## src/rtl/core/klq_pkg.sv

```systemverilog
// ----------------------------------------------------------------------------
// KeeLoq cipher package
// Shared constants, item type and round functions for the cipher cell chain.
// ----------------------------------------------------------------------------
package klq_pkg;

	localparam int ROUNDS          = 528;
	localparam int ROUNDS_PER_CELL = 4;
	localparam int NUM_CELLS       = ROUNDS / ROUNDS_PER_CELL;

	localparam logic [31:0] NLF_TABLE     = 32'h3A5C742E;
	localparam logic [31:0] LOW28_MASK    = 32'h0FFFFFFF;
	localparam logic [31:0] NIBBLE_FIRST  = 32'h20000000;
	localparam logic [31:0] NIBBLE_SECOND = 32'h60000000;
	localparam int          KEY_BIT_MASK  = 63;

	localparam logic [1:0] OP_ENCRYPT = 2'd0;
	localparam logic [1:0] OP_DECRYPT = 2'd1;
	localparam logic [1:0] OP_DERIVE  = 2'd2;

	typedef struct packed {
		logic [1:0]  op;
		logic [31:0] lane_a;
		logic [31:0] lane_b;
	} klq_item_t;

	function automatic logic [5:0] enc_key_idx(input int r);
		return 6'(r & KEY_BIT_MASK);
	endfunction

	function automatic logic [5:0] dec_key_idx(input int r);
		return 6'((15 - r) & KEY_BIT_MASK);
	endfunction

	function automatic logic [31:0] enc_round(input logic [31:0] x, input logic k);
		logic fb;
		fb = x[0] ^ x[16] ^ k ^ NLF_TABLE[{x[31], x[26], x[20], x[9], x[1]}];
		return {fb, x[31:1]};
	endfunction

	function automatic logic [31:0] dec_round(input logic [31:0] x, input logic k);
		logic fb;
		fb = x[31] ^ x[15] ^ k ^ NLF_TABLE[{x[30], x[25], x[19], x[8], x[0]}];
		return {x[30:0], fb};
	endfunction

endpackage

```

## src/rtl/core/klq_if.sv

```systemverilog


interface klq_rsp_if;
	logic        valid;
	logic        ready;
	logic [63:0] result;

	modport source (output valid, output result, input ready);
	modport sink (input valid, input result, output ready);
endinterface


```

## src/rtl/core/klq_out_stage.sv

```systemverilog
// ----------------------------------------------------------------------------
// KeeLoq output stage
// Forms the result of a finished item and holds it in an output register
// backed by a skid register.
// ----------------------------------------------------------------------------
module klq_out_stage
	import klq_pkg::*;
(
	input  logic      clk,
	input  logic      arst_n,
	input  logic      in_valid,
	input  klq_item_t in_item,
	output logic      adv,
	klq_rsp_if.source rsp
);

	logic        out_valid_q;
	logic [63:0] out_q;
	logic        skid_valid_q;
	logic [63:0] skid_q;
	logic [63:0] res;
	logic        take;
	logic        load;

	always_comb begin
		unique case (in_item.op)
			OP_ENCRYPT, OP_DECRYPT: res = {32'd0, in_item.lane_a};
			OP_DERIVE:              res = {in_item.lane_b, in_item.lane_a};
			default:                res = 64'd0;
		endcase
	end

	assign adv  = !skid_valid_q;
	assign take = out_valid_q && rsp.ready;
	assign load = in_valid && adv;

	always_ff @(posedge clk or negedge arst_n) begin
		if (!arst_n) begin
			out_valid_q  <= 1'b0;
			skid_valid_q <= 1'b0;
		end else if (skid_valid_q) begin
			if (take) begin
				skid_valid_q <= 1'b0;
			end
		end else if (load) begin
			if (!out_valid_q || take) begin
				out_valid_q <= 1'b1;
			end else begin
				skid_valid_q <= 1'b1;
			end
		end else if (take) begin
			out_valid_q <= 1'b0;
		end
	end

	always_ff @(posedge clk) begin
		if (skid_valid_q) begin
			if (take) begin
				out_q <= skid_q;
			end
		end else if (load) begin
			if (!out_valid_q || take) begin
				out_q <= res;
			end else begin
				skid_q <= res;
			end
		end
	end

	assign rsp.valid  = out_valid_q;
	assign rsp.result = out_q;

	a_skid_needs_out: assert property (@(posedge clk) disable iff (!arst_n)
		skid_valid_q |-> out_valid_q)
		else $error("skid register holds an item while the output register is empty");

	a_blocked_goes_to_skid: assert property (@(posedge clk) disable iff (!arst_n)
		(load && out_valid_q && !rsp.ready) |=> skid_valid_q)
		else $error("item arriving at a stalled output was not kept in the skid register");

	a_skid_holds: assert property (@(posedge clk) disable iff (!arst_n)
		(skid_valid_q && !take) |=> (skid_valid_q && $stable(skid_q)))
		else $error("skid register changed while the output was stalled");

	a_drain_empties: assert property (@(posedge clk) disable iff (!arst_n)
		(!skid_valid_q && take && !in_valid) |=> !out_valid_q)
		else $error("output register stayed valid after its item was taken");

endmodule

```

## src/flat_wrapper.sv

```systemverilog
// flat-port wrapper written by rule: the top's interface ports become plain ports
module klq_out_stage_flat import klq_pkg::*;
  (clk, arst_n, in_valid, in_item, adv, rsp_valid, rsp_result, rsp_ready);
  klq_rsp_if rsp_i ();
  input  logic clk;
  input  logic arst_n;
  input  logic in_valid;
  input  klq_item_t in_item;
  output logic adv;
  output wire logic [$bits(rsp_i.valid)-1:0] rsp_valid;
  output wire logic [$bits(rsp_i.result)-1:0] rsp_result;
  input wire logic [$bits(rsp_i.ready)-1:0] rsp_ready;
  assign rsp_valid = rsp_i.valid;
  assign rsp_result = rsp_i.result;
  assign rsp_i.ready = rsp_ready;
  klq_out_stage u_core (.clk(clk), .arst_n(arst_n), .in_valid(in_valid), .in_item(in_item), .adv(adv), .rsp(rsp_i));
endmodule
```

## config.mk

```make
export PLATFORM = sky130hd
export DESIGN_NAME = klq_out_stage_flat
export DESIGN_NICKNAME = d
export VERILOG_FILES = /design/src/rtl/core/klq_pkg.sv /design/src/rtl/core/klq_if.sv /design/src/rtl/core/klq_out_stage.sv /design/src/flat_wrapper.sv
export SDC_FILE = /design/constraint.sdc
export NUM_CORES = 1
export LEC_CHECK = 0
export BUFFER_PORTS_ARGS = -buffer_cell sky130_fd_sc_hd__buf_2
export CORE_AREA = 2 2 100 102
export CTS_BUF_LIST = sky130_fd_sc_hd__clkbuf_4 sky130_fd_sc_hd__clkbuf_8
export DETAILED_ROUTE_END_ITERATION = 16
export DIE_AREA = 0 0 102 104
export HOLD_SLACK_MARGIN = 0.15
export PLACE_DENSITY = 0.93
export SLEW_MARGIN = 20
export SYNTH_ARGS = -nofsm -noshare
export SYNTH_HDL_FRONTEND = slang
export SYNTH_SLANG_ARGS = --single-unit
```

## constraint.sdc

```tcl
create_clock -name clk -period 8.4 [get_ports clk]
set_input_delay 0.42 -clock clk [delete_from_list [all_inputs] [get_ports clk]]
set_output_delay 0.42 -clock clk [all_outputs]
set_load 0.01 [all_outputs]
```

==> summary.txt, run 1 <==
Slew @ Worst Pin: 0.969 ns
DRC Markers: 0
Final nets: 562
Placed Cells incl. Taps: 604
Worst rel slew slack: 0.353
CP endpoint kind: primary output
Worst path arrival time: 2.82 ns
Status: finished, final reports clean
Reg2Reg Depth: 2
Post-synth EDFFs: 128
Synth top area share: 0.696
Slew Limit Fails: 0
DR WL/cell: 15.9 um
Clock Tree Buf Depth: 2
Leading area contributor after synthesis: edfxtp_1
Chip Width: 102 um
Cell Area, Synth: 5520 sq um
Effective utilization at floorplan: 0.578
PwrDens: 320 nW/um^2
Routed WL: 10100 um
Worst hold path class: in -> reg
Max Freq: 309 MHz
Library cells used by synthesis: 19
Crit path required time: 7.98 ns
Iter 0 DRT Violations: 148
Syn Inst Count: 361
Fin crit period: 3.24 ns
Core ar.: 9550 sq um
Critical R2R Launch: u_core.skid_valid_q$_DFF_PN0_
Detail-routed via count per cell: 5.28
Routed Antenna Nets: 0
Asr flop ratio synth: 0.0154
Hold Buf Count CTS: 1
Row Count: 36
Number of global-route vias before repair: 3343
Reg-to-reg slack, setup: 5.62 ns
FF-to-FF End: u_core.rsp.result[54]$_DFFE_PP_
Num CTS Buffers: 17
CP max FO: 69
Layout cells sized above 1: 0.427
Via count: 3362
Filler cells: 666
I/O Pins: 136
Largest net degree at the start of global routing: 70
Post CTS Setup Buffer Count: 0
First-pass GRT wire length: 16200 um
H-tree levels: 4
Endpoints failing setup: 0
CTS tree: yes
Peak supply drop: 0.000169 V
DR pass1 iterations: 6
Clock sink total: 130
Final GP Congestion: 0.763
Worst-path clk slew: 0.07 ns
Setup CP Type: reg -> out
Dominant cells by area after synthesis: edfxtp_1 (70%), and2_1 (15%), a31o_2 (6.5%)
Die H: 104 um
ANT cells: 0
Clk root buf: clkbuf_8
Post-CTS Resized: 0
Final cell count without fillers: 637
Synth-to-Final Area Change: 20.0%
Grt ovf: 0
Period Utilization, post-route: 0.385
Top post-synthesis cells by count: and2_1 (128), edfxtp_1 (128), a31o_2 (41)
Worst-skew pair later-pin latency: 0.40 ns
DP Wirelength: 6190 um
Predominant post-synthesis flop cell: edfxtp_1
GRT Total Usage: 0.198
Synth Register Bits: 130
RSZ-0062 raised after global routing: false
Hold Crit Depth: 2
Hold Crit Start: rsp_ready
Leakage: 2.56 nW
Die area: 10600 sq um
Sequential area share after synthesis: 0.705
Buffers on Ports: 135
Critical Path Source Type: flop
Setup TNS: 0 ns
Initial antenna violation count: 0
Ys Warns: 0
Clock skew: 0.00938 ns
Max Cap Viol: 0
Final hold vios: 0
Hold EP: u_core.skid_valid_q$_DFF_PN0_
Synth Net Count: 431
Synth Area per Inst: 15.3 sq um
stage by stage:
stage | hold slack, ns | area (sq um) | worst slack (ns) | utilization | total power, mW
final | 0.275 | 6630 | 5.16 | 0.694 | 2.12
after global routing | 0.254 | 6630 | 4.86 | 0.694 | 2.24
after CTS | 0.244 | 6600 | 5.52 | 0.691 | 2.14
after detailed placement | 0.208 | 6210 | 5.96 | 0.650 | 1.63
after global placement | 0.208 | 6210 | 6.03 | 0.650 | 1.61
after floorplan | 0.124 | 5520 | 2.76 | - | 1.46
layout make-up:
class / count / area, sq um / share of cell area
Timing Repair Buffer: 139 / 728 / 0.110
Clock buffer: 18 / 241 / 0.0364
Clock inverter: 13 / 138 / 0.0208
Multi-Input combinational cell: 202 / 1450 / 0.219
Tap cell: 133 / 166 / 0.0251
Inverter: 2 / 8.76 / 0.00132
Sequential cell: 130 / 3890 / 0.588
critical path, stage by stage, from the launching register on:
cell,delay (ns)
dfrtp_2,0.96
clkinv_2,1.02
buf_2,0.42
logic make-up (layout without fill, tap and decap cells):
group           count (synthesis)  in the layout  share of synthesized area
simple gates                  134            134                      0.151
flops                         130            130                      0.705
compound gates                 68             68                      0.106
buf+inv                        29            172                     0.0383
layout by cell type (no fill, tap or decap), types with 2 or more instances in the layout:
master / n
clkinv_2: 3
a31o_1: 23
buf_4: 2
inv_6: 2
bufinv_16: 2
clkinvlp_4: 5
a21oi_1: 2
a31o_2: 41
buf_2: 135
clkbuf_8: 17
edfxtp_1: 128
and2_1: 128
worst max path at each step:
stage | from | cells past startpoint | endpoint
3_3_place_gp | u_core.skid_valid_q$_DFF_PN0_ | 2 | adv
2_1_floorplan | u_core.skid_valid_q$_DFF_PN0_ | 3 | u_core.skid_q[0]$_DFFE_PP_
3_5_place_dp | u_core.skid_valid_q$_DFF_PN0_ | 2 | adv
6_report | u_core.skid_valid_q$_DFF_PN0_ | 2 | adv
5_1_grt | u_core.skid_valid_q$_DFF_PN0_ | 2 | adv
4_1_cts | u_core.skid_valid_q$_DFF_PN0_ | 2 | adv
per-layer routing:
layer / part of all wire / GRT usage / wire length (um)
met1: 0.43 / 0.269 / 4340
met2: 0.49 / 0.306 / 4910
met3: 0.076 / 0.0665 / 766
met4: 0.0080 / 0.0571 / 81
met5: 0 / 0 / 0
power breakdown:
part	leakage (nW)	switching (mW)	total [mW]	internal, mW
combinational	1.14	0.329	0.579	0.250
sequential	1.24	0.0791	1.04	0.963
clock	0.178	0.234	0.499	0.265
flip-flops by register name, summed over array words and instances, names as in the netlist:
register / count
u_core.skid_q: 64
u_core.skid_valid_q: 1
u_core.rsp.result: 64
u_core.rsp.valid: 1
No activity file was read; power rests on OpenSTA's default activity.
==> run 2: changes to the inputs <==
CORE_AREA = 2 2 109 111   (was 2 2 100 102)
DIE_AREA = 0 0 111 113   (was 0 0 102 104)
PLACE_DENSITY = 0.84   (was 0.93)
clock period = 2.8 ns   (was 8.4 ns; I/O delays follow)
==> run 2 against run 1 <==
Sequential share of layout area fell by 5.9 points. Sequential cell count unchanged. Hold slack improved by 0.26 ns. Count of clock-buffer cells in the layout stayed put. Global-route usage decreased by 0.45 points. Wire length is 16% higher. Clock skew up 0.0030 ns. Critical endpoint unchanged. Largest cell class unchanged. Largest power group unchanged.
==> summary.txt, run 2 (synthesis results as in run 1) <==
Worst-path clk slew: 0.07 ns (about the same)
Clk root buf: clkbuf_8 (unchanged)
Largest net degree at the start of global routing: 65 (was 70)
Setup CP Type: reg -> out (unchanged)
Routed Antenna Nets: 0 (unchanged)
Status: finished, final reports clean (unchanged)
Setup TNS: 0 ns (unchanged)
Final GP Congestion: 0.767 (was 0.763)
Post CTS Setup Buffer Count: 0 (unchanged)
Number of global-route vias before repair: 3747 (was 3343)
DR pass1 iterations: 5 (was 6)
Detail-routed via count per cell: 5.11 (was 5.28)
Clock Tree Buf Depth: 2 (unchanged)
Hold Buf Count CTS: 69 (was 1)
Routed WL: 11700 um (was 10100 um)
Leakage: 2.87 nW (was 2.56 nW)
Slew @ Worst Pin: 0.964 ns (was 0.969 ns)
Worst-skew pair later-pin latency: 0.43 ns (was 0.40 ns)
Final nets: 635 (was 562)
Filler cells: 802 (was 666)
Effective utilization at floorplan: 0.490 (was 0.578)
Worst hold path class: in -> reg (unchanged)
DP Wirelength: 6910 um (was 6190 um)
Fin crit period: 2.21 ns
Initial antenna violation count: 0 (unchanged)
Most common cell after layout, fill and taps aside: buf_2 (unchanged)
Critical Path Source Type: flop (unchanged)
Busiest grt layer: met2 (unchanged)
Clock skew: 0.0124 ns (was 0.00938 ns)
DR WL/cell: 16.3 um (was 15.9 um)
Die area: 12500 sq um (was 10600 sq um)
Global-route met1 utilization: 0.247 (was 0.269)
Grt ovf: 0 (unchanged)
H-tree levels: 4 (unchanged)
Final cell count without fillers: 721 (was 637)
Core ar.: 11300 sq um (was 9550 sq um)
Endpoints failing setup: 0 (unchanged)
CTS tree: yes (unchanged)
Crit path required time: 2.66 ns (was 7.98 ns)
Chip Width: 111 um (was 102 um)
Max Freq: 452 MHz
Post-CTS Resized: 0 (unchanged)
Hold_ws: 0.534 ns (was 0.275 ns)
Buffers on Ports: 135 (unchanged)
Clock sink total: 130 (unchanged)
Via count: 3682 (was 3362)
Worst rel slew slack: 0.355 (was 0.353)
ANT cells: 0 (unchanged)
Commonest cells after routing, fill and taps aside: buf_2 (135), and2_1 (128), edfxtp_1 (128) (unchanged)
PwrDens: 894 nW/um^2 (was 320 nW/um^2)
Final hold vios: 0 (unchanged)
I/O Pins: 136 (unchanged)
DRC Markers: 0 (unchanged)
Routing usage on met2: 0.315 (was 0.306)
Row Count: 39 (was 36)
GRT Total Usage: 0.194 (was 0.198)
Iter 0 DRT Violations: 181 (was 148)
CP max FO: 41 (was 69)
Num CTS Buffers: 17 (unchanged)
First-pass GRT wire length: 18700 um (was 16200 um)
Worst path arrival time: 2.07 ns (was 2.82 ns)
CP endpoint kind: primary output (unchanged)
Layout cells sized above 1: 0.379 (was 0.427)
Placed Cells incl. Taps: 620 (was 604)
Peak supply drop: 0.000513 V (was 0.000169 V)
Die H: 113 um (was 104 um)
Slew Limit Fails: 0 (unchanged)
Period Utilization, post-route: 0.791
Met3 Use GR: 0.0584 (was 0.0665)
Total power: 6.59 mW (was 2.12 mW)
Synth-to-Final Area Change: 33.5% (was 20.0%)
Max Cap Viol: 0 (unchanged)
RSZ-0062 raised after global routing: false (unchanged)
## run 2: cell types whose count changed in the layout (fill, tap and decap cells not counted), sizes merged
cell         delta
dlygate4sd3    +68
buf             +5
clkinv          +3
clkinvlp        -1
inv             -1
## run 2: power breakdown
| part | internal [mW] | switching [mW] | total, mW |
|---|---|---|---|
| registers | 2.88 | 0.200 | 3.08 |
| logic | 0.889 | 1.11 | 2.00 |
| clock network | 0.793 | 0.715 | 1.51 |
## run 2: final cells by class
cell class | instances | area [sq um] | area share
timing repair buffer | 212 | 1450 | 0.197
clock buffer | 18 | 241 | 0.0328
clock inverter | 14 | 141 | 0.0192
inverter | 2 | 7.51 | 0.00102
tap | 143 | 179 | 0.0243
sequential | 130 | 3890 | 0.528
multi-input combinational | 202 | 1460 | 0.197
## run 2: layer usage
| layer | routed length (um) | up-vias |
|---|---|---|
| met5 | 0 | - |
| met4 | 239 | 0 |
| met3 | 715 | 22 |
| met2 | 5750 | 153 |
| met1 | 5020 | 1763 |
| li1 | - | 1744 |
## run 2: final timing paths
| path | from | end | slack, ns | depth (start not counted) |
|---|---|---|---|---|
| worst max-delay path | u_core.skid_valid_q$_DFF_PN0_ | adv | 0.59 | 4 |
| worst min-delay path | in_item[37] | u_core.skid_q[5]$_DFFE_PP_ | 0.53 | 3 |
| worst max register to register | u_core.skid_valid_q$_DFF_PN0_ | u_core.rsp.result[38]$_DFFE_PP_ | 0.74 | 4 |
| worst min register to register | u_core.skid_q[33]$_DFFE_PP_ | u_core.rsp.result[33]$_DFFE_PP_ | 0.62 | 2 |
| max in group asynchronous | arst_n | u_core.skid_valid_q$_DFF_PN0_ | 2.07 | 3 |
| min in group asynchronous | arst_n | u_core.rsp.valid$_DFFE_PN0P_ | 0.58 | 3 |
## run 2: per-stage QoR
stage / setup slack [ns] / instance area (sq um) / utilization
floorplan: 0.0360 / 5550 / -
global placement: 0.775 / 6300 / 0.559
detailed placement: 0.728 / 6300 / 0.559
CTS: 0.514 / 7370 / 0.654
global route: 0.401 / 7370 / 0.654
finish: 0.586 / 7370 / 0.654
## run 2: critical path, cell delays in order, from the launching register on
cell	delay, ns
dfrtp_2	0.61
buf_4	0.39
inv_2	0.22
buf_4	0.26
buf_2	0.16
==> run 3: changes to the inputs <==
clock period = 1.88 ns   (was 2.8 ns; I/O delays follow)
==> run 3 against run 2 <==
Non-clock buffer count is 2 higher. Die area did not move. Combinational power is 54% higher. Register-to-register slack lost 0.44 ns. Final cell count grew 0.28%. Setup slack worse by 0.44 ns. Critical path depth unchanged. Sequential power rose by 48%. Sequential cell count unchanged. Critical path type unchanged. Largest power group unchanged.
==> summary.txt, run 3 (synthesis results as in run 1) <==
Status: finished, final reports clean (unchanged)
Chip Width: 111 um (unchanged)
Max Cap Viol: 0 (unchanged)
Endpoints failing setup: 0 (unchanged)
DR WL/cell: 16.7 um (was 16.3 um)
Max Freq: 576 MHz
RSZ-0062 raised after global routing: false (unchanged)
CP max FO: 40 (was 41)
Setup CP Type: reg -> out (unchanged)
Placed Cells incl. Taps: 622 (was 620)
Final hold vios: 0 (unchanged)
ANT cells: 0 (unchanged)
Final cell count without fillers: 723 (was 721)
Num CTS Buffers: 17 (unchanged)
Clock Tree Buf Depth: 2 (unchanged)
Layout cells sized above 1: 0.383 (was 0.379)
Commonest cells after routing, fill and taps aside: buf_2 (135), and2_1 (128), edfxtp_1 (128) (unchanged)
Period Utilization, post-route: 0.924
Final nets: 637 (was 635)
Psw: 3.07 mW (was 2.02 mW)
Worst-skew pair later-pin latency: 0.44 ns (was 0.43 ns)
Iter 0 DRT Violations: 160 (was 181)
Sw frac: 0.306 (was 0.307)
Internal power: 6.96 mW (was 4.57 mW)
Post CTS Setup Buffer Count: 0 (unchanged)
Row Count: 39 (unchanged)
GRT Total Usage: 0.197 (was 0.194)
Worst path arrival time: 1.64 ns (was 2.07 ns)
Clk root buf: clkbuf_8 (unchanged)
Via count: 3713 (was 3682)
First-pass GRT wire length: 19100 um (was 18700 um)
Hold Crit Depth: 3 (unchanged)
Routed Antenna Nets: 0 (unchanged)
Reg-to-reg slack, setup: 0.30 ns (was 0.74 ns)
Die area: 12500 sq um (unchanged)
Crit path required time: 1.79 ns (was 2.66 ns)
Critical Path Source Type: flop (unchanged)
Number of global-route vias before repair: 3873 (was 3747)
Die H: 113 um (unchanged)
Clock skew: 0.0120 ns (was 0.0124 ns)
Most common cell after layout, fill and taps aside: buf_2 (unchanged)
Effective utilization at floorplan: 0.490 (unchanged)
Hold_ws: 0.452 ns (was 0.534 ns)
I/O Pins: 136 (unchanged)
Reg2Reg Depth: 4 (unchanged)
PwrDens: 1350 nW/um^2 (was 894 nW/um^2)
Largest net degree at the start of global routing: 65 (unchanged)
Routed WL: 12100 um (was 11700 um)
Worst-path clk slew: 0.08 ns (was 0.07 ns)
Grt ovf: 0 (unchanged)
Clock power frac: 0.239 (was 0.229)
Flop pwr share: 0.453 (was 0.468)
Core ar.: 11300 sq um (unchanged)
Buffers on Ports: 135 (unchanged)
Fin crit period: 1.74 ns
H-tree levels: 4 (unchanged)
Leakage: 2.90 nW (was 2.87 nW)
CTS tree: yes (unchanged)
Detail-routed via count per cell: 5.14 (was 5.11)
DR pass1 iterations: 4 (was 5)
Initial antenna violation count: 0 (unchanged)
Slew Limit Fails: 0 (unchanged)
DP Wirelength: 6930 um (was 6910 um)
Slew @ Worst Pin: 0.546 ns (was 0.964 ns)
Worst hold path class: in -> reg (unchanged)
DRC Markers: 0 (unchanged)
CP endpoint kind: primary output (unchanged)
Peak supply drop: 0.000830 V (was 0.000513 V)
Worst rel slew slack: 0.636 (was 0.355)
Clock sink total: 130 (unchanged)
Final GP Congestion: 0.760 (was 0.767)
Combinational share of power: 0.308 (was 0.303)
Synth-to-Final Area Change: 34.7% (was 33.5%)
==> run 3: per-layer routing <==
metal	GRT usage	up-vias	routed length, um
met1	0.240	1799	4890
met3	0.0589	16	816
met4	0.0692	0	163
met2	0.336	154	6180
met5	0	-	0
li1	-	1744	-
==> run 3: through the flow <==
| stage | TNS, ns | setup slack, ns | total power, mW | instance area, sq um | util |
|---|---|---|---|---|---|
| 3_3_place_gp | 0 | 0.333 | 7.38 | 6330 | 0.562 |
| 6_report | 0 | 0.144 | 10.0 | 7440 | 0.660 |
| 3_5_place_dp | 0 | 0.284 | 7.51 | 6330 | 0.562 |
| 2_1_floorplan | -77.75 | -0.853 | 6.52 | 5560 | - |
| 4_1_cts | 0 | 0.0240 | 10.0 | 7430 | 0.659 |
| 5_1_grt | 0 | 0.0448 | 10.5 | 7440 | 0.660 |
==> run 3: final cells by class <==
class | count | area [sq um]
Tap cell | 143 | 179
Clock buffer | 17 | 234
Sequential cell | 130 | 3890
Clock inverter | 15 | 166
Multi-Input combinational cell | 202 | 1460
Inverter | 2 | 7.51
Timing Repair Buffer | 214 | 1490
Fill cell | 818 | 3840
==> run 3: what timing repair did <==
item,in CTS,in global routing
endpoints found under the setup margin,1,1
gates resized for setup,1,2
hold buffers,69,0
hold endpoints to repair,132,0
==> run 3: path summary, 6_finish.rpt <==
| kind | from | to |
|---|---|---|
| max in group asynchronous | arst_n | u_core.skid_valid_q$_DFF_PN0_ |
| min in group asynchronous | arst_n | u_core.rsp.valid$_DFFE_PN0P_ |
| hold reg to reg | u_core.skid_q[38]$_DFFE_PP_ | u_core.rsp.result[38]$_DFFE_PP_ |
| setup / recovery | u_core.skid_valid_q$_DFF_PN0_ | adv |
| hold / removal | in_item[65] | u_core.skid_q[12]$_DFFE_PP_ |
| setup reg to reg | u_core.skid_valid_q$_DFF_PN0_ | u_core.rsp.result[8]$_DFFE_PP_ |
==> run 3: power by group through the flow <==
stage | Sequential, mW | Clock, mW | Combinational [mW]
3_3_place_gp | 4.56 | 0 | 2.82
5_1_grt | 4.60 | 2.56 | 3.34
3_5_place_dp | 4.58 | 0 | 2.93
2_1_floorplan | 4.91 | 0 | 1.61
4_1_cts | 4.54 | 2.43 | 3.07
6_report | 4.55 | 2.40 | 3.08
==> run 3: worst max-delay path, stage by stage (launching register included) <==
cell and delay (ns):
dfrtp_2 0.43, buf_4 0.24, inv_2 0.13, buf_12 0.21
buf_2 0.17
