--- config.mk ---
export PLATFORM = sky130hd
export DESIGN_NAME = klq_cell
export DESIGN_NICKNAME = d
export VERILOG_FILES = /design/src/rtl/core/klq_pkg.sv /design/src/rtl/core/klq_cell.sv
export SDC_FILE = /design/constraint.sdc
export NUM_CORES = 1
export LEC_CHECK = 0
export ABC_AREA = 1
export BUFFER_PORTS_ARGS = -buffer_cell sky130_fd_sc_hd__buf_2
export CORE_MARGIN = 3
export CORE_UTILIZATION = 40
export DETAILED_ROUTE_END_ITERATION = 6
export GPL_TIMING_DRIVEN = 0
export PLACE_DENSITY = 0.71
export SETUP_SLACK_MARGIN = 0.4
export SYNTH_ARGS = -nofsm -noshare
export SYNTH_HDL_FRONTEND = slang
export SYNTH_SLANG_ARGS = --single-unit
--- constraint.sdc ---
create_clock -name clk -period 1.72 [get_ports clk]
set_input_delay 0.172 -clock clk [delete_from_list [all_inputs] [get_ports clk]]
set_output_delay 0.172 -clock clk [all_outputs]
set_load 0.01 [all_outputs]
--- src/rtl/core/klq_pkg.sv ---
// ----------------------------------------------------------------------------
// KeeLoq cipher package
// Shared constants, item type and round functions for the cipher cell chain.
// ----------------------------------------------------------------------------
package klq_pkg;

	localparam int ROUNDS          = 528;
	localparam int ROUNDS_PER_CELL = 4;
	localparam int NUM_CELLS       = ROUNDS / ROUNDS_PER_CELL;

	localparam logic [31:0] NLF_TABLE     = 32'h3A5C742E;
	localparam logic [31:0] LOW28_MASK    = 32'h0FFFFFFF;
	localparam logic [31:0] NIBBLE_FIRST  = 32'h20000000;
	localparam logic [31:0] NIBBLE_SECOND = 32'h60000000;
	localparam int          KEY_BIT_MASK  = 63;

	localparam logic [1:0] OP_ENCRYPT = 2'd0;
	localparam logic [1:0] OP_DECRYPT = 2'd1;
	localparam logic [1:0] OP_DERIVE  = 2'd2;

	typedef struct packed {
		logic [1:0]  op;
		logic [31:0] lane_a;
		logic [31:0] lane_b;
	} klq_item_t;

	function automatic logic [5:0] enc_key_idx(input int r);
		return 6'(r & KEY_BIT_MASK);
	endfunction

	function automatic logic [5:0] dec_key_idx(input int r);
		return 6'((15 - r) & KEY_BIT_MASK);
	endfunction

	function automatic logic [31:0] enc_round(input logic [31:0] x, input logic k);
		logic fb;
		fb = x[0] ^ x[16] ^ k ^ NLF_TABLE[{x[31], x[26], x[20], x[9], x[1]}];
		return {fb, x[31:1]};
	endfunction

	function automatic logic [31:0] dec_round(input logic [31:0] x, input logic k);
		logic fb;
		fb = x[31] ^ x[15] ^ k ^ NLF_TABLE[{x[30], x[25], x[19], x[8], x[0]}];
		return {x[30:0], fb};
	endfunction

endpackage

--- src/rtl/core/klq_cell.sv ---
// ----------------------------------------------------------------------------
// KeeLoq round cell
// Applies a fixed group of NLFSR rounds to both lanes of one item per cycle while adv is high.
// ----------------------------------------------------------------------------
module klq_cell
	import klq_pkg::*;
#(
	parameter int ROUND_BASE = 0
) (
	input  logic        clk,
	input  logic        arst_n,
	input  logic        adv,
	input  logic [63:0] key,
	input  logic        in_valid,
	input  klq_item_t   in_item,
	output logic        out_valid,
	output klq_item_t   out_item
);

	logic      valid_q;
	klq_item_t item_q;
	klq_item_t nxt;

	always_comb begin
		nxt = in_item;
		for (int i = 0; i < ROUNDS_PER_CELL; i++) begin
			if (in_item.op == OP_ENCRYPT) begin
				nxt.lane_a = enc_round(nxt.lane_a, key[enc_key_idx(ROUND_BASE + i)]);
			end else begin
				nxt.lane_a = dec_round(nxt.lane_a, key[dec_key_idx(ROUND_BASE + i)]);
			end
			nxt.lane_b = dec_round(nxt.lane_b, key[dec_key_idx(ROUND_BASE + i)]);
		end
	end

	always_ff @(posedge clk or negedge arst_n) begin
		if (!arst_n) begin
			valid_q <= 1'b0;
		end else if (adv) begin
			valid_q <= in_valid;
		end
	end

	always_ff @(posedge clk) begin
		if (adv) begin
			item_q <= nxt;
		end
	end

	assign out_valid = valid_q;
	assign out_item  = item_q;

endmodule

==> run_summary.xml, run 1 <==
<?xml version="1.0" encoding="UTF-8"?>
<metrics>
  <group name="yosys">
    <metric name="synth.distinct_cells" unit="">32</metric>
    <metric name="postSynthRegisterBits" unit="">67</metric>
    <metric name="synth.net_count" unit="">653</metric>
    <metric name="synthesized_area" unit="um^2">4140</metric>
    <metric name="number_of_cells_produced_by_synthesis" unit="">519</metric>
    <metric name="ys_seq_area_frac" unit="">0.485</metric>
    <metric name="synth_warnings" unit="">0</metric>
    <metric name="synth.avg_cell_area" unit="um^2">7.97</metric>
  </group>
  <group name="route">
    <metric name="dr.pass1.iters" unit="">5</metric>
    <metric name="drt.antenna.violating_nets" unit="">0</metric>
    <metric name="vias_per_cell" unit="">5.13</metric>
    <metric name="num_vias" unit="">4383</metric>
    <metric name="route.final.wire_length" unit="um">13400</metric>
    <metric name="post-route-drc-count" unit="">0</metric>
    <metric name="drtIter0Drc" unit="">261</metric>
    <metric name="wire_per_inst" unit="um">15.7</metric>
  </group>
  <group name="worst_setup_path">
    <metric name="cpMostUsedCell" unit="">nand2_2</metric>
    <metric name="worst_setup_path_end_kind" unit="">register</metric>
    <metric name="worst_path_largest_cell_delay" unit="ns">0.21</metric>
    <metric name="worst_path_max_delay_cell" unit="">or2_1</metric>
    <metric name="worstSetupStartpointType" unit="">input port</metric>
    <metric name="regToRegStartpoint" unit="">out_valid</metric>
    <metric name="worstReg2RegEnd" unit="">out_valid</metric>
    <metric name="reg2reg_depth" unit="">1</metric>
    <metric name="timing_worst_setup_path_type" unit="">in2reg</metric>
    <metric name="setup.reg_to_reg.worst_slack" unit="ns">0.98</metric>
    <metric name="timing.critical_path.required" unit="ns">1.82</metric>
    <metric name="timing.critical_path.arrival" unit="ns">2.73</metric>
    <metric name="crit_path_max_fanout" unit="">7</metric>
  </group>
  <group name="clocking">
    <metric name="cts_htree_levels" unit="">3</metric>
    <metric name="insertion_delay" unit="ns">0.34</metric>
    <metric name="cts.reportedPaths.clkPinSlew" unit="ns">0.07</metric>
    <metric name="cts_num_sinks" unit="">67</metric>
    <metric name="numCtsBuffers" unit="">9</metric>
    <metric name="clockBufferDepth" unit="">2</metric>
    <metric name="tritoncts" unit="">yes</metric>
    <metric name="clock-root-buffer" unit="">clkbuf_8</metric>
  </group>
  <group name="die">
    <metric name="floorplan.initialDensity" unit="">0.417</metric>
    <metric name="ioPinCount" unit="">201</metric>
    <metric name="rows" unit="">36</metric>
    <metric name="core" unit="um^2">9910</metric>
    <metric name="die-width" unit="um">108</metric>
    <metric name="die-area" unit="um^2">11600</metric>
    <metric name="dieHeight" unit="um">108</metric>
  </group>
  <group name="timing">
    <metric name="rsz_0062_raised_after_global_routing" unit="">true</metric>
    <metric name="hold_slack" unit="ns">0.0197</metric>
    <metric name="maxClockFrequency" unit="MHz">380</metric>
    <metric name="slew_headroom" unit="">0.452</metric>
    <metric name="setup_ws" unit="ns">-0.912</metric>
    <metric name="post-route-period-util" unit="">1.53</metric>
    <metric name="timing.final.setup_violations" unit="">7</metric>
    <metric name="report.final.hold_viol_count" unit="">0</metric>
    <metric name="final.setup_skew" unit="ns">0</metric>
    <metric name="final_max_slew_viol_count" unit="">0</metric>
    <metric name="finalWorstPathRequiredPeriod" unit="ns">2.63</metric>
    <metric name="tightest_slew" unit="ns">0.822</metric>
  </group>
  <group name="global_routing">
    <metric name="globalRouteOverflowTotal" unit="">0</metric>
    <metric name="first_global_vias" unit="">4033</metric>
    <metric name="grt.total_usage" unit="">0.214</metric>
    <metric name="grt_max_degree" unit="">68</metric>
    <metric name="grt_pass1_wl" unit="um">19100</metric>
    <metric name="antenna_found_initial" unit="">0</metric>
  </group>
  <group name="cells_and_area">
    <metric name="finalNonFillerCells" unit="">854</metric>
    <metric name="layout.cells.most_common_list" unit="">134 x buf_2, 107 x nand2_1, 66 x edfxtp_1</metric>
    <metric name="area_delta_synth_final" unit="%">50.0</metric>
    <metric name="diodes" unit="">0</metric>
    <metric name="drive_gt1_frac" unit="">0.438</metric>
    <metric name="most_common_cell_after_layout_fill_and_taps_aside" unit="">buf_2</metric>
    <metric name="stdcell_area" unit="um^2">6210</metric>
    <metric name="final_nets" unit="">850</metric>
  </group>
  <group name="place">
    <metric name="dp_hpwl" unit="um">9580</metric>
    <metric name="portBuffers" unit="">144</metric>
    <metric name="area_after_dpl" unit="um^2">5100</metric>
    <metric name="place.gp.congestion" unit="">0.944</metric>
    <metric name="dp_cells" unit="">796</metric>
  </group>
  <group name="run_status">
    <metric name="result_of_the_run" unit="">finished with violations</metric>
    <metric name="violations_in_the_final_reports" unit="">setup timing</metric>
  </group>
  <group name="power">
    <metric name="power_density" unit="nW/um^2">779</metric>
    <metric name="p_leak" unit="uW">0.00296</metric>
    <metric name="power.ir.vdd_worst" unit="mV">0.377</metric>
  </group>
  <group name="hold_path">
    <metric name="timing.hold.worst_path_depth" unit="">1</metric>
    <metric name="min_path_type" unit="">in2reg</metric>
    <metric name="min-delay-start" unit="">in_item[15]</metric>
    <metric name="worst_hold_path_endpoint" unit="">out_item[19]</metric>
  </group>
  <group name="job">
    <metric name="maxCapViolCount" unit="">0</metric>
  </group>
</metrics>
==> worst max path at each step <==
| stage | start | to | slack, ns | cells past startpoint |
|---|---|---|---|---|
| final | in_item[64] | out_item[63] | -0.91 | 27 |
| after global routing | in_item[64] | out_item[63] | -1.03 | 27 |
| after CTS | in_item[65] | out_item[63] | -0.81 | 27 |
| after detailed placement | in_item[64] | out_item[63] | -1.32 | 26 |
| after global placement | in_item[64] | out_item[63] | -1.25 | 24 |
| after floorplan | in_item[64] | out_item[63] | -0.71 | 24 |
==> flip-flops by register name, summed over array words and instances, names as in the netlist <==
name,count
out_item,66
out_valid,1
==> power breakdown <==
group | internal [uW] | switching [uW] | total, uW | leakage, uW
clock network | 516 | 592 | 1110 | 0.0000807
logic | 713 | 995 | 1710 | 0.00222
registers | 1990 | 34.4 | 2020 | 0.000658
total | 3210 | 1620 | 4840 | 0.00296
==> area by class of cell <==
| class | instances | area (um^2) |
|---|---|---|
| buffer | 9 | 126 |
| clock buffer | 11 | 131 |
| clock inverter | 5 | 30.0 |
| fill | 818 | 3700 |
| inverter | 74 | 308 |
| multi-input combinational | 369 | 2190 |
| sequential | 67 | 2010 |
| tap | 133 | 166 |
| timing repair buffer | 186 | 1240 |
==> synth_stat cells <==
library cell | count | area share
nand2_1 | 134 | 0.12
nor2_1 | 68 | 0.062
edfxtp_1 | 66 | 0.48
inv_1 | 65 | 0.059
nand3_1 | 48 | 0.058
a21oi_1 | 32 | 0.039
o21ai_0 | 21 | 0.025
xor2_1 | 12 | 0.025
inv_2 | 8 | 0.0073
nand3_2 | 8 | 0.019
xnor2_1 | 7 | 0.015
o21ai_1 | 6 | 0.0073
nand2_2 | 5 | 0.0076
nand3b_1 | 5 | 0.0091
o211ai_1 | 4 | 0.0073
buf_2 | 3 | 0.0036
nand4_1 | 3 | 0.0045
o21a_1 | 3 | 0.0054
a21oi_2 | 2 | 0.0042
buf_1 | 2 | 0.0018
buf_6 | 2 | 0.0054
mux2_2 | 2 | 0.0054
nor2_4 | 2 | 0.0054
o21ai_2 | 2 | 0.0042
or2_1 | 2 | 0.0030
a21boi_0 | 1 | 0.0018
buf_4 | 1 | 0.0018
clkbuf_1 | 1 | 0.00091
clkinv_2 | 1 | 0.0012
dfrtp_1 | 1 | 0.0060
o21bai_1 | 1 | 0.0018
or2_2 | 1 | 0.0015
==> layer usage <==
| metal | up-vias | share of wire | GRT usage |
|---|---|---|---|
| li1 | 2092 | - | - |
| met1 | 2025 | 0.37 | 0.240 |
| met2 | 224 | 0.51 | 0.389 |
| met3 | 42 | 0.079 | 0.0474 |
| met4 | 0 | 0.037 | 0.0866 |
| met5 | - | 0 | 0 |
==> repair_timing <==
action / CTS / global route
pin swaps: 22 / 46
endpoints found under the hold margin: 12 / 2
resized for setup: 62 / 90
cloned: 2 / 1
hold buffers: 11 / 2
endpoints found under the setup margin: 29 / 31
setup buffers: 17 / 9
==> metrics by stage <==
stage,util,setup TNS [ns],power [uW],setup slack (ns)
6_report,0.626,-3.75,4840,-0.912
5_1_grt,0.626,-4.89,5100,-1.03
4_1_cts,0.583,-2.96,4650,-0.807
3_5_place_dp,0.515,-8.16,3370,-1.32
3_3_place_gp,0.515,-7.13,3320,-1.25
2_1_floorplan,-,-2.62,2880,-0.715
==> critical path, delay by kind of cell <==
kind                   cells  cell delay [ns]
AO/OA/AOI/OAI              2             0.18
XOR/XNOR                   1             0.16
buffers and inverters      5             0.51
AND/OR/NAND/NOR           19             1.69
==> cells by family after synthesis <==
family,after synthesis,synth area share
flops,67,0.485
mux,2,0.00544
xor+xnor,19,0.0402
compound gates,72,0.0962
simple gates,276,0.292
buf+inv,83,0.0811
No activity file was read; power rests on OpenSTA's default activity.
==> inputs of run 2 (changes only) <==
--- a/config.mk
+++ b/config.mk
@@ -8,10 +8,10 @@
 export ABC_AREA = 1
 export BUFFER_PORTS_ARGS = -buffer_cell sky130_fd_sc_hd__buf_2
 export CORE_MARGIN = 3
-export CORE_UTILIZATION = 40
+export CORE_UTILIZATION = 50
 export DETAILED_ROUTE_END_ITERATION = 6
 export GPL_TIMING_DRIVEN = 0
-export PLACE_DENSITY = 0.71
+export PLACE_DENSITY = 0.86
 export SETUP_SLACK_MARGIN = 0.4
 export SYNTH_ARGS = -nofsm -noshare
 export SYNTH_HDL_FRONTEND = slang
==> constraint.sdc (replaced) <==
create_clock -name clk -period 3.21 [get_ports clk]
set_input_delay 0.321 -clock clk [delete_from_list [all_inputs] [get_ports clk]]
set_output_delay 0.321 -clock clk [all_outputs]
set_load 0.01 [all_outputs]
==> run 2 against run 1 <==
Net effect:
- the run now ends clean
- hold slack better by 0.14 ns
- register-to-register slack better by 1.5 ns
- utilization grew 8.2 points
- critical endpoint unchanged
- highest routed layer unchanged
==> run_summary.xml, run 2 (synthesis gave the netlist of run 1 again) <==
<?xml version="1.0" encoding="UTF-8"?>
<metrics>
  <group name="cells_and_area">
    <metric name="finalNonFillerCells" unit="">798</metric>
    <metric name="area_delta_synth_final" unit="%">35.1</metric>
    <metric name="diodes" unit="">0</metric>
    <metric name="most_common_cell_after_layout_fill_and_taps_aside" unit="">buf_2</metric>
    <metric name="drive_gt1_frac" unit="">0.374</metric>
    <metric name="layout.cells.most_common_list" unit="">144 x buf_2, 119 x nand2_1, 66 x edfxtp_1</metric>
    <metric name="largest_register_ff_count" unit="">66</metric>
    <metric name="nFillCells" unit="">578</metric>
    <metric name="final_nets" unit="">825</metric>
  </group>
  <group name="route">
    <metric name="route.final.wire_length" unit="um">12800</metric>
    <metric name="num_vias" unit="">4400</metric>
    <metric name="dr.pass1.iters" unit="">6</metric>
    <metric name="post-route-drc-count" unit="">0</metric>
    <metric name="wire_per_inst" unit="um">16.0</metric>
    <metric name="vias_per_cell" unit="">5.51</metric>
    <metric name="drt.antenna.violating_nets" unit="">0</metric>
    <metric name="drtIter0Drc" unit="">475</metric>
  </group>
  <group name="worst_setup_path">
    <metric name="worstSetupEndpoint" unit="">out_item[63]</metric>
    <metric name="worst_setup_path_startpoint" unit="">in_item[64]</metric>
    <metric name="regToRegStartpoint" unit="">out_valid</metric>
    <metric name="timing_worst_setup_path_type" unit="">in2reg</metric>
    <metric name="reg2reg_depth" unit="">1</metric>
    <metric name="crit_path_max_fanout" unit="">5</metric>
    <metric name="worstSetupStartpointType" unit="">input port</metric>
    <metric name="timing.critical_path.arrival" unit="ns">2.93</metric>
    <metric name="timing.critical_path.required" unit="ns">3.31</metric>
    <metric name="worst_setup_path_end_kind" unit="">register</metric>
    <metric name="worstReg2RegEnd" unit="">out_valid</metric>
    <metric name="setup.reg_to_reg.worst_slack" unit="ns">2.46</metric>
  </group>
  <group name="timing">
    <metric name="rsz_0062_raised_after_global_routing" unit="">true</metric>
    <metric name="final_max_slew_viol_count" unit="">0</metric>
    <metric name="tightest_slew" unit="ns">0.820</metric>
    <metric name="post-route-period-util" unit="">0.880</metric>
    <metric name="timing.final.setup_violations" unit="">0</metric>
    <metric name="report.final.hold_viol_count" unit="">0</metric>
    <metric name="finalSetupTns" unit="ns">0</metric>
    <metric name="final.setup_skew" unit="ns">0</metric>
    <metric name="finalWorstPathRequiredPeriod" unit="ns">2.82</metric>
    <metric name="slew_headroom" unit="">0.453</metric>
    <metric name="maxClockFrequency" unit="MHz">354</metric>
  </group>
  <group name="job">
    <metric name="maxCapViolCount" unit="">0</metric>
  </group>
  <group name="power">
    <metric name="power.ir.vdd_worst" unit="mV">0.229</metric>
    <metric name="p_leak" unit="uW">0.00275</metric>
    <metric name="power_density" unit="nW/um^2">478</metric>
    <metric name="p_sw_frac" unit="">0.322</metric>
    <metric name="clkPwrFrac" unit="">0.295</metric>
    <metric name="cell_internal_pwr" unit="uW">1810</metric>
    <metric name="net-switching-power" unit="uW">859</metric>
    <metric name="power_frac_seq" unit="">0.406</metric>
    <metric name="pwr-share-comb" unit="">0.299</metric>
  </group>
  <group name="die">
    <metric name="floorplan.initialDensity" unit="">0.524</metric>
    <metric name="dieHeight" unit="um">97.0</metric>
    <metric name="ioPinCount" unit="">201</metric>
    <metric name="die-width" unit="um">97.0</metric>
    <metric name="rows" unit="">32</metric>
    <metric name="die-area" unit="um^2">9400</metric>
    <metric name="core" unit="um^2">7890</metric>
  </group>
  <group name="place">
    <metric name="portBuffers" unit="">144</metric>
    <metric name="dp_cells" unit="">765</metric>
    <metric name="dp_hpwl" unit="um">9580</metric>
    <metric name="place.gp.congestion" unit="">0.942</metric>
  </group>
  <group name="global_routing">
    <metric name="antenna_found_initial" unit="">0</metric>
    <metric name="grt_max_degree" unit="">68</metric>
    <metric name="globalRouteOverflowTotal" unit="">0</metric>
    <metric name="grt_pass1_wl" unit="um">19500</metric>
    <metric name="first_global_vias" unit="">4170</metric>
    <metric name="grt.total_usage" unit="">0.256</metric>
  </group>
  <group name="clocking">
    <metric name="clockBufferDepth" unit="">2</metric>
    <metric name="cts_num_sinks" unit="">67</metric>
    <metric name="cts_htree_levels" unit="">3</metric>
    <metric name="numCtsBuffers" unit="">9</metric>
    <metric name="clock-root-buffer" unit="">clkbuf_8</metric>
    <metric name="cts.reportedPaths.clkPinSlew" unit="ns">0.09</metric>
    <metric name="insertion_delay" unit="ns">0.34</metric>
    <metric name="tritoncts" unit="">yes</metric>
  </group>
  <group name="hold_path">
    <metric name="min_path_type" unit="">in2reg</metric>
  </group>
  <group name="run_status">
    <metric name="result_of_the_run" unit="">completed</metric>
  </group>
</metrics>
## run 2: routing by layer
metal  up-vias  global-route usage  wire length [um]
li1       2053                   -                 -
met2       302               0.455              6240
met1      2002               0.302              4760
met3        43              0.0606              1400
met4         0              0.0896               386
met5         -                   0                 0
## run 2: worst min path at each step
stage / startpoint / end / slack, ns / cells after the start
6_report: in_item[11] / out_item[15] / 0.16 / 1
5_1_grt: in_item[21] / out_item[25] / 0.13 / 1
4_1_cts: in_item[21] / out_item[25] / 0.15 / 1
3_5_place_dp: arst_n / out_valid / 0.1 / 1
3_3_place_gp: arst_n / out_valid / 0.1 / 1
2_1_floorplan: arst_n / out_valid / 0.03 / 0
## run 2: worst max-delay path, cell delays in order
cell and delay [ns]:
buf_8 0.10, nor2_4 0.20, buf_12 0.16, nor2_1 0.07
a21oi_2 0.18, inv_2 0.09, nand2_1 0.08, inv_2 0.04
nor2_1 0.10, nand2_1 0.09, nand3_2 0.09, nand2_1 0.07
nand2_1 0.08, nand3_2 0.10, nand2_2 0.08, or2_1 0.11
nand4_1 0.15, nand2_2 0.11, nand2_2 0.06, nand3_2 0.06
nand2_2 0.05, or2_1 0.24, nand2_1 0.08, nand2_1 0.05
nand3_1 0.06, nand2_1 0.06
## run 2: metrics by stage
stage / hold WS (ns) / worst slack, ns / instance area [um^2] / total power (uW) / utilization
2_1_floorplan: 0.0254 / 0.610 / 4140 / 1530 / -
3_5_place_dp: 0.0966 / 0.0445 / 4980 / 1790 / 0.632
6_report: 0.157 / 0.385 / 5590 / 2670 / 0.709
4_1_cts: 0.146 / 0.407 / 5220 / 2570 / 0.662
3_3_place_gp: 0.0952 / 0.0959 / 4980 / 1760 / 0.632
5_1_grt: 0.132 / 0.245 / 5590 / 2810 / 0.709
## run 2: power groups by stage
| stage | Clock (uW) | Sequential [uW] | Combinational [uW] |
|---|---|---|---|
| detailed placement | 0 | 1100 | 689 |
| CTS | 791 | 1090 | 692 |
| finish | 789 | 1080 | 799 |
| global route | 843 | 1090 | 871 |
| global placement | 0 | 1100 | 659 |
| floorplan | 0 | 1150 | 377 |
## run 2: repair_timing
action                                 in CTS  in global routing
hold buffers                                1                  0
gates resized for setup                     0                 72
setup endpoints to repair                   0                  3
buffers inserted                            0                 16
endpoints found under the hold margin       1                  0
## run 2: cell type report
cell class,count,area (um^2),area share
clock inverters,7,100,0.0179
inverters,74,282,0.0504
multi-input cells,369,2000,0.358
flip-flops and latches,67,2010,0.359
clock buffers,9,124,0.0222
repair buffers,161,886,0.158
well taps,102,128,0.0228
plain buffers,9,65.1,0.0116
==> inputs of run 3 (changes only) <==
--- a/config.mk
+++ b/config.mk
@@ -5,13 +5,14 @@
 export SDC_FILE = /design/constraint.sdc
 export NUM_CORES = 1
 export LEC_CHECK = 0
-export ABC_AREA = 1
+export ABC_AREA = 0
 export BUFFER_PORTS_ARGS = -buffer_cell sky130_fd_sc_hd__buf_2
 export CORE_MARGIN = 3
 export CORE_UTILIZATION = 50
+export CTS_BUF_LIST = sky130_fd_sc_hd__clkbuf_4
 export DETAILED_ROUTE_END_ITERATION = 6
 export GPL_TIMING_DRIVEN = 0
-export PLACE_DENSITY = 0.86
+export PLACE_DENSITY = 0.84
 export SETUP_SLACK_MARGIN = 0.4
 export SYNTH_ARGS = -nofsm -noshare
 export SYNTH_HDL_FRONTEND = slang
==> run 3 against run 2 <==
Net effect:
- the run now ends with setup timing left
- critical path depth shrank 11
- clock power decreased by 7.2%
- register-to-register slack hardly changed
- critical endpoint is now out_item[32]
- largest power group unchanged
==> run_summary.xml, run 3 <==
<?xml version="1.0" encoding="UTF-8"?>
<metrics>
  <group name="run_status">
    <metric name="result_of_the_run" unit="">finished with violations</metric>
    <metric name="violations_in_the_final_reports" unit="">setup timing</metric>
  </group>
  <group name="timing">
    <metric name="maxClockFrequency" unit="MHz">283</metric>
    <metric name="report.final.hold_viol_count" unit="">0</metric>
    <metric name="slew_headroom" unit="">0.419</metric>
    <metric name="setup_ws" unit="ns">-0.326</metric>
    <metric name="tightest_slew" unit="ns">0.872</metric>
    <metric name="final_max_slew_viol_count" unit="">0</metric>
    <metric name="timing.final.setup_violations" unit="">3</metric>
    <metric name="post-route-period-util" unit="">1.10</metric>
    <metric name="final.setup_skew" unit="ns">0</metric>
    <metric name="hold_slack" unit="ns">0.0661</metric>
    <metric name="finalWorstPathRequiredPeriod" unit="ns">3.54</metric>
    <metric name="rsz_0062_raised_after_global_routing" unit="">true</metric>
  </group>
  <group name="yosys">
    <metric name="synthesized_area" unit="um^2">4480</metric>
    <metric name="number_of_cells_produced_by_synthesis" unit="">464</metric>
    <metric name="largest_family_of_logic_cells_by_synthesized_area" unit="">simple AND/OR/NAND/NOR gates</metric>
    <metric name="synth_async_sr_flop_share" unit="">0.0149</metric>
    <metric name="synth-simple-area-share" unit="">0.249</metric>
    <metric name="synth_xor_area_frac" unit="">0.0905</metric>
    <metric name="synth_commonest_cells" unit="">88 x nand2_1, 66 x edfxtp_1, 34 x nor2_1</metric>
    <metric name="synth.distinct_cells" unit="">69</metric>
    <metric name="synth_warnings" unit="">0</metric>
    <metric name="synthesized_area_fraction_occupied_by_adder_cells" unit="">0</metric>
    <metric name="synth.net_count" unit="">598</metric>
    <metric name="synth-compound-area-share" unit="">0.154</metric>
    <metric name="post_synth_mux_area_share" unit="">0.0274</metric>
    <metric name="yosys_most_used_dff" unit="">edfxtp_1</metric>
    <metric name="netlist.top_cell.by_area" unit="">edfxtp_1</metric>
    <metric name="synth_top_area_share" unit="">0.442</metric>
    <metric name="post_synth_edffs" unit="">66</metric>
    <metric name="ys_seq_area_frac" unit="">0.448</metric>
    <metric name="yosys-top-cells-area" unit="">edfxtp_1 44%, nand2_1 7.4%, xnor2_1 4.1%, nor2_1 2.8%, xor2_1 2.5%</metric>
    <metric name="most_frequent_cell_after_synthesis" unit="">nand2_1</metric>
    <metric name="postSynthRegisterBits" unit="">67</metric>
    <metric name="synth.avg_cell_area" unit="um^2">9.65</metric>
  </group>
  <group name="worst_setup_path">
    <metric name="setup.reg_to_reg.worst_slack" unit="ns">2.47</metric>
    <metric name="timing_worst_setup_path_type" unit="">in2reg</metric>
    <metric name="worstSetupEndpoint" unit="">out_item[32]</metric>
    <metric name="worst_setup_path_startpoint" unit="">in_item[51]</metric>
    <metric name="regToRegStartpoint" unit="">out_valid</metric>
    <metric name="worstSetupStartpointType" unit="">input port</metric>
    <metric name="worstReg2RegEnd" unit="">out_valid</metric>
    <metric name="reg2reg_depth" unit="">1</metric>
    <metric name="worst_setup_path_end_kind" unit="">register</metric>
    <metric name="timing.critical_path.arrival" unit="ns">3.83</metric>
    <metric name="timing.critical_path.required" unit="ns">3.50</metric>
    <metric name="crit_path_max_fanout" unit="">5</metric>
  </group>
  <group name="clocking">
    <metric name="cts.reportedPaths.clkPinSlew" unit="ns">0.13</metric>
    <metric name="tritoncts" unit="">yes</metric>
    <metric name="cts_num_sinks" unit="">67</metric>
    <metric name="numCtsBuffers" unit="">9</metric>
    <metric name="insertion_delay" unit="ns">0.42</metric>
    <metric name="cts_htree_levels" unit="">3</metric>
    <metric name="clockBufferDepth" unit="">2</metric>
    <metric name="clock-root-buffer" unit="">clkbuf_4</metric>
  </group>
  <group name="cells_and_area">
    <metric name="drive_gt1_frac" unit="">0.416</metric>
    <metric name="diodes" unit="">0</metric>
    <metric name="most_common_cell_after_layout_fill_and_taps_aside" unit="">buf_2</metric>
    <metric name="core_util_final" unit="">0.755</metric>
    <metric name="area_delta_synth_final" unit="%">42.7</metric>
    <metric name="final_nets" unit="">769</metric>
    <metric name="largest_register_ff_count" unit="">66</metric>
    <metric name="stdcell_area" unit="um^2">6390</metric>
    <metric name="layout.cells.most_common_list" unit="">121 x buf_2, 85 x nand2_1, 66 x edfxtp_1</metric>
  </group>
  <group name="global_routing">
    <metric name="grt_pass1_wl" unit="um">21500</metric>
    <metric name="antenna_found_initial" unit="">0</metric>
    <metric name="globalRouteOverflowTotal" unit="">0</metric>
    <metric name="first_global_vias" unit="">4299</metric>
    <metric name="grt.total_usage" unit="">0.271</metric>
    <metric name="grt_max_degree" unit="">68</metric>
  </group>
  <group name="route">
    <metric name="dr.pass1.iters" unit="">5</metric>
    <metric name="post-route-drc-count" unit="">0</metric>
    <metric name="wire_per_inst" unit="um">21.0</metric>
    <metric name="vias_per_cell" unit="">6.14</metric>
    <metric name="route.final.wire_length" unit="um">15700</metric>
    <metric name="drtIter0Drc" unit="">385</metric>
    <metric name="num_vias" unit="">4574</metric>
    <metric name="drt.antenna.violating_nets" unit="">0</metric>
  </group>
  <group name="place">
    <metric name="area_after_dpl" unit="um^2">5420</metric>
    <metric name="portBuffers" unit="">131</metric>
    <metric name="dp_hpwl" unit="um">10000</metric>
    <metric name="dpl_worst_slack" unit="ns">-0.869</metric>
    <metric name="place.gp.congestion" unit="">0.904</metric>
  </group>
  <group name="power">
    <metric name="cell_internal_pwr" unit="uW">1960</metric>
    <metric name="pwr-share-comb" unit="">0.371</metric>
    <metric name="power_density" unit="nW/um^2">454</metric>
    <metric name="p_leak" unit="uW">0.00267</metric>
    <metric name="power_frac_seq" unit="">0.377</metric>
    <metric name="net-switching-power" unit="uW">940</metric>
    <metric name="p_sw_frac" unit="">0.324</metric>
    <metric name="power.ir.vdd_worst" unit="mV">0.202</metric>
    <metric name="post-layout-total-power" unit="uW">2900</metric>
    <metric name="clkPwrFrac" unit="">0.252</metric>
  </group>
  <group name="die">
    <metric name="ioPinCount" unit="">201</metric>
    <metric name="dieHeight" unit="um">101</metric>
    <metric name="die-width" unit="um">101</metric>
    <metric name="core" unit="um^2">8460</metric>
    <metric name="floorplan.initialDensity" unit="">0.529</metric>
    <metric name="die-area" unit="um^2">10100</metric>
    <metric name="rows" unit="">33</metric>
  </group>
  <group name="job">
    <metric name="maxCapViolCount" unit="">0</metric>
  </group>
  <group name="hold_path">
    <metric name="min_path_type" unit="">in2reg</metric>
  </group>
</metrics>
## run 3: cell families after synthesis
kind of cell,Yosys count
AO/OA/AOI/OAI,90
XOR/XNOR,39
buffers and inverters,34
flip-flops,67
multiplexers,12
AND/OR/NAND/NOR,222
## run 3: cell type report
class                           instances  area (um^2)
Buffer                                 26          185
Clock buffer                           10         75.1
Clock inverter                          6          113
Fill cell                             550         2070
Inverter                                8         30.0
Multi-Input combinational cell        363         2890
Sequential cell                        67         2010
Tap cell                              105          131
Timing Repair Buffer                  160          965
## run 3: power groups by stage
stage	Sequential, uW	Clock, uW	Combinational, uW
floorplan	1160	0	468
global placement	1110	0	772
detailed placement	1110	0	791
CTS	1090	734	889
global route	1100	766	1140
finish	1090	732	1080
## run 3: worst max-delay path, stage by stage
cell	delay, ns
buf_12	0.10
buf_4	0.14
a21bo_2	0.21
o32ai_4	0.20
and3_4	0.28
nor3_4	0.04
a221o_1	0.36
a221oi_4	0.38
mux2_4	0.34
a221oi_2	0.35
or3_4	0.23
a221o_1	0.15
o311a_1	0.18
or4b_1	0.44
nand3b_1	0.10
## run 3: how the worst min path moves through the flow
stage / from / end / slack [ns] / depth (start not counted)
floorplan: arst_n / out_valid / 0.03 / 0
global placement: arst_n / out_valid / 0.1 / 1
detailed placement: arst_n / out_valid / 0.1 / 1
CTS: in_item[4] / out_item[8] / 0.05 / 1
global route: in_item[26] / out_item[30] / 0.05 / 1
finish: in_item[26] / out_item[30] / 0.07 / 1
## run 3: through the flow
| stage | setup TNS, ns | std cells |
|---|---|---|
| 2_1_floorplan | -0.520 | 464 |
| 3_3_place_gp | -2.13 | 700 |
| 3_5_place_dp | -2.56 | 700 |
| 4_1_cts | -0.503 | 731 |
| 5_1_grt | -0.811 | 745 |
| 6_report | -0.512 | 745 |
## run 3: timing repair
action / in CTS / in global routing
resized for setup: 35 / 88
buffers inserted: 14 / 14
hold buffers: 1 / 0
endpoints found under the hold margin: 1 / 0
setup endpoints to repair: 5 / 23
pin swaps: 22 / 42
## run 3: layer usage
layer,up-vias,global-route usage,wire (um)
met5,-,0,0
met3,36,0.0595,1630
met2,330,0.476,8020
met1,2155,0.328,5640
met4,0,0.0850,380
li1,2053,-,-
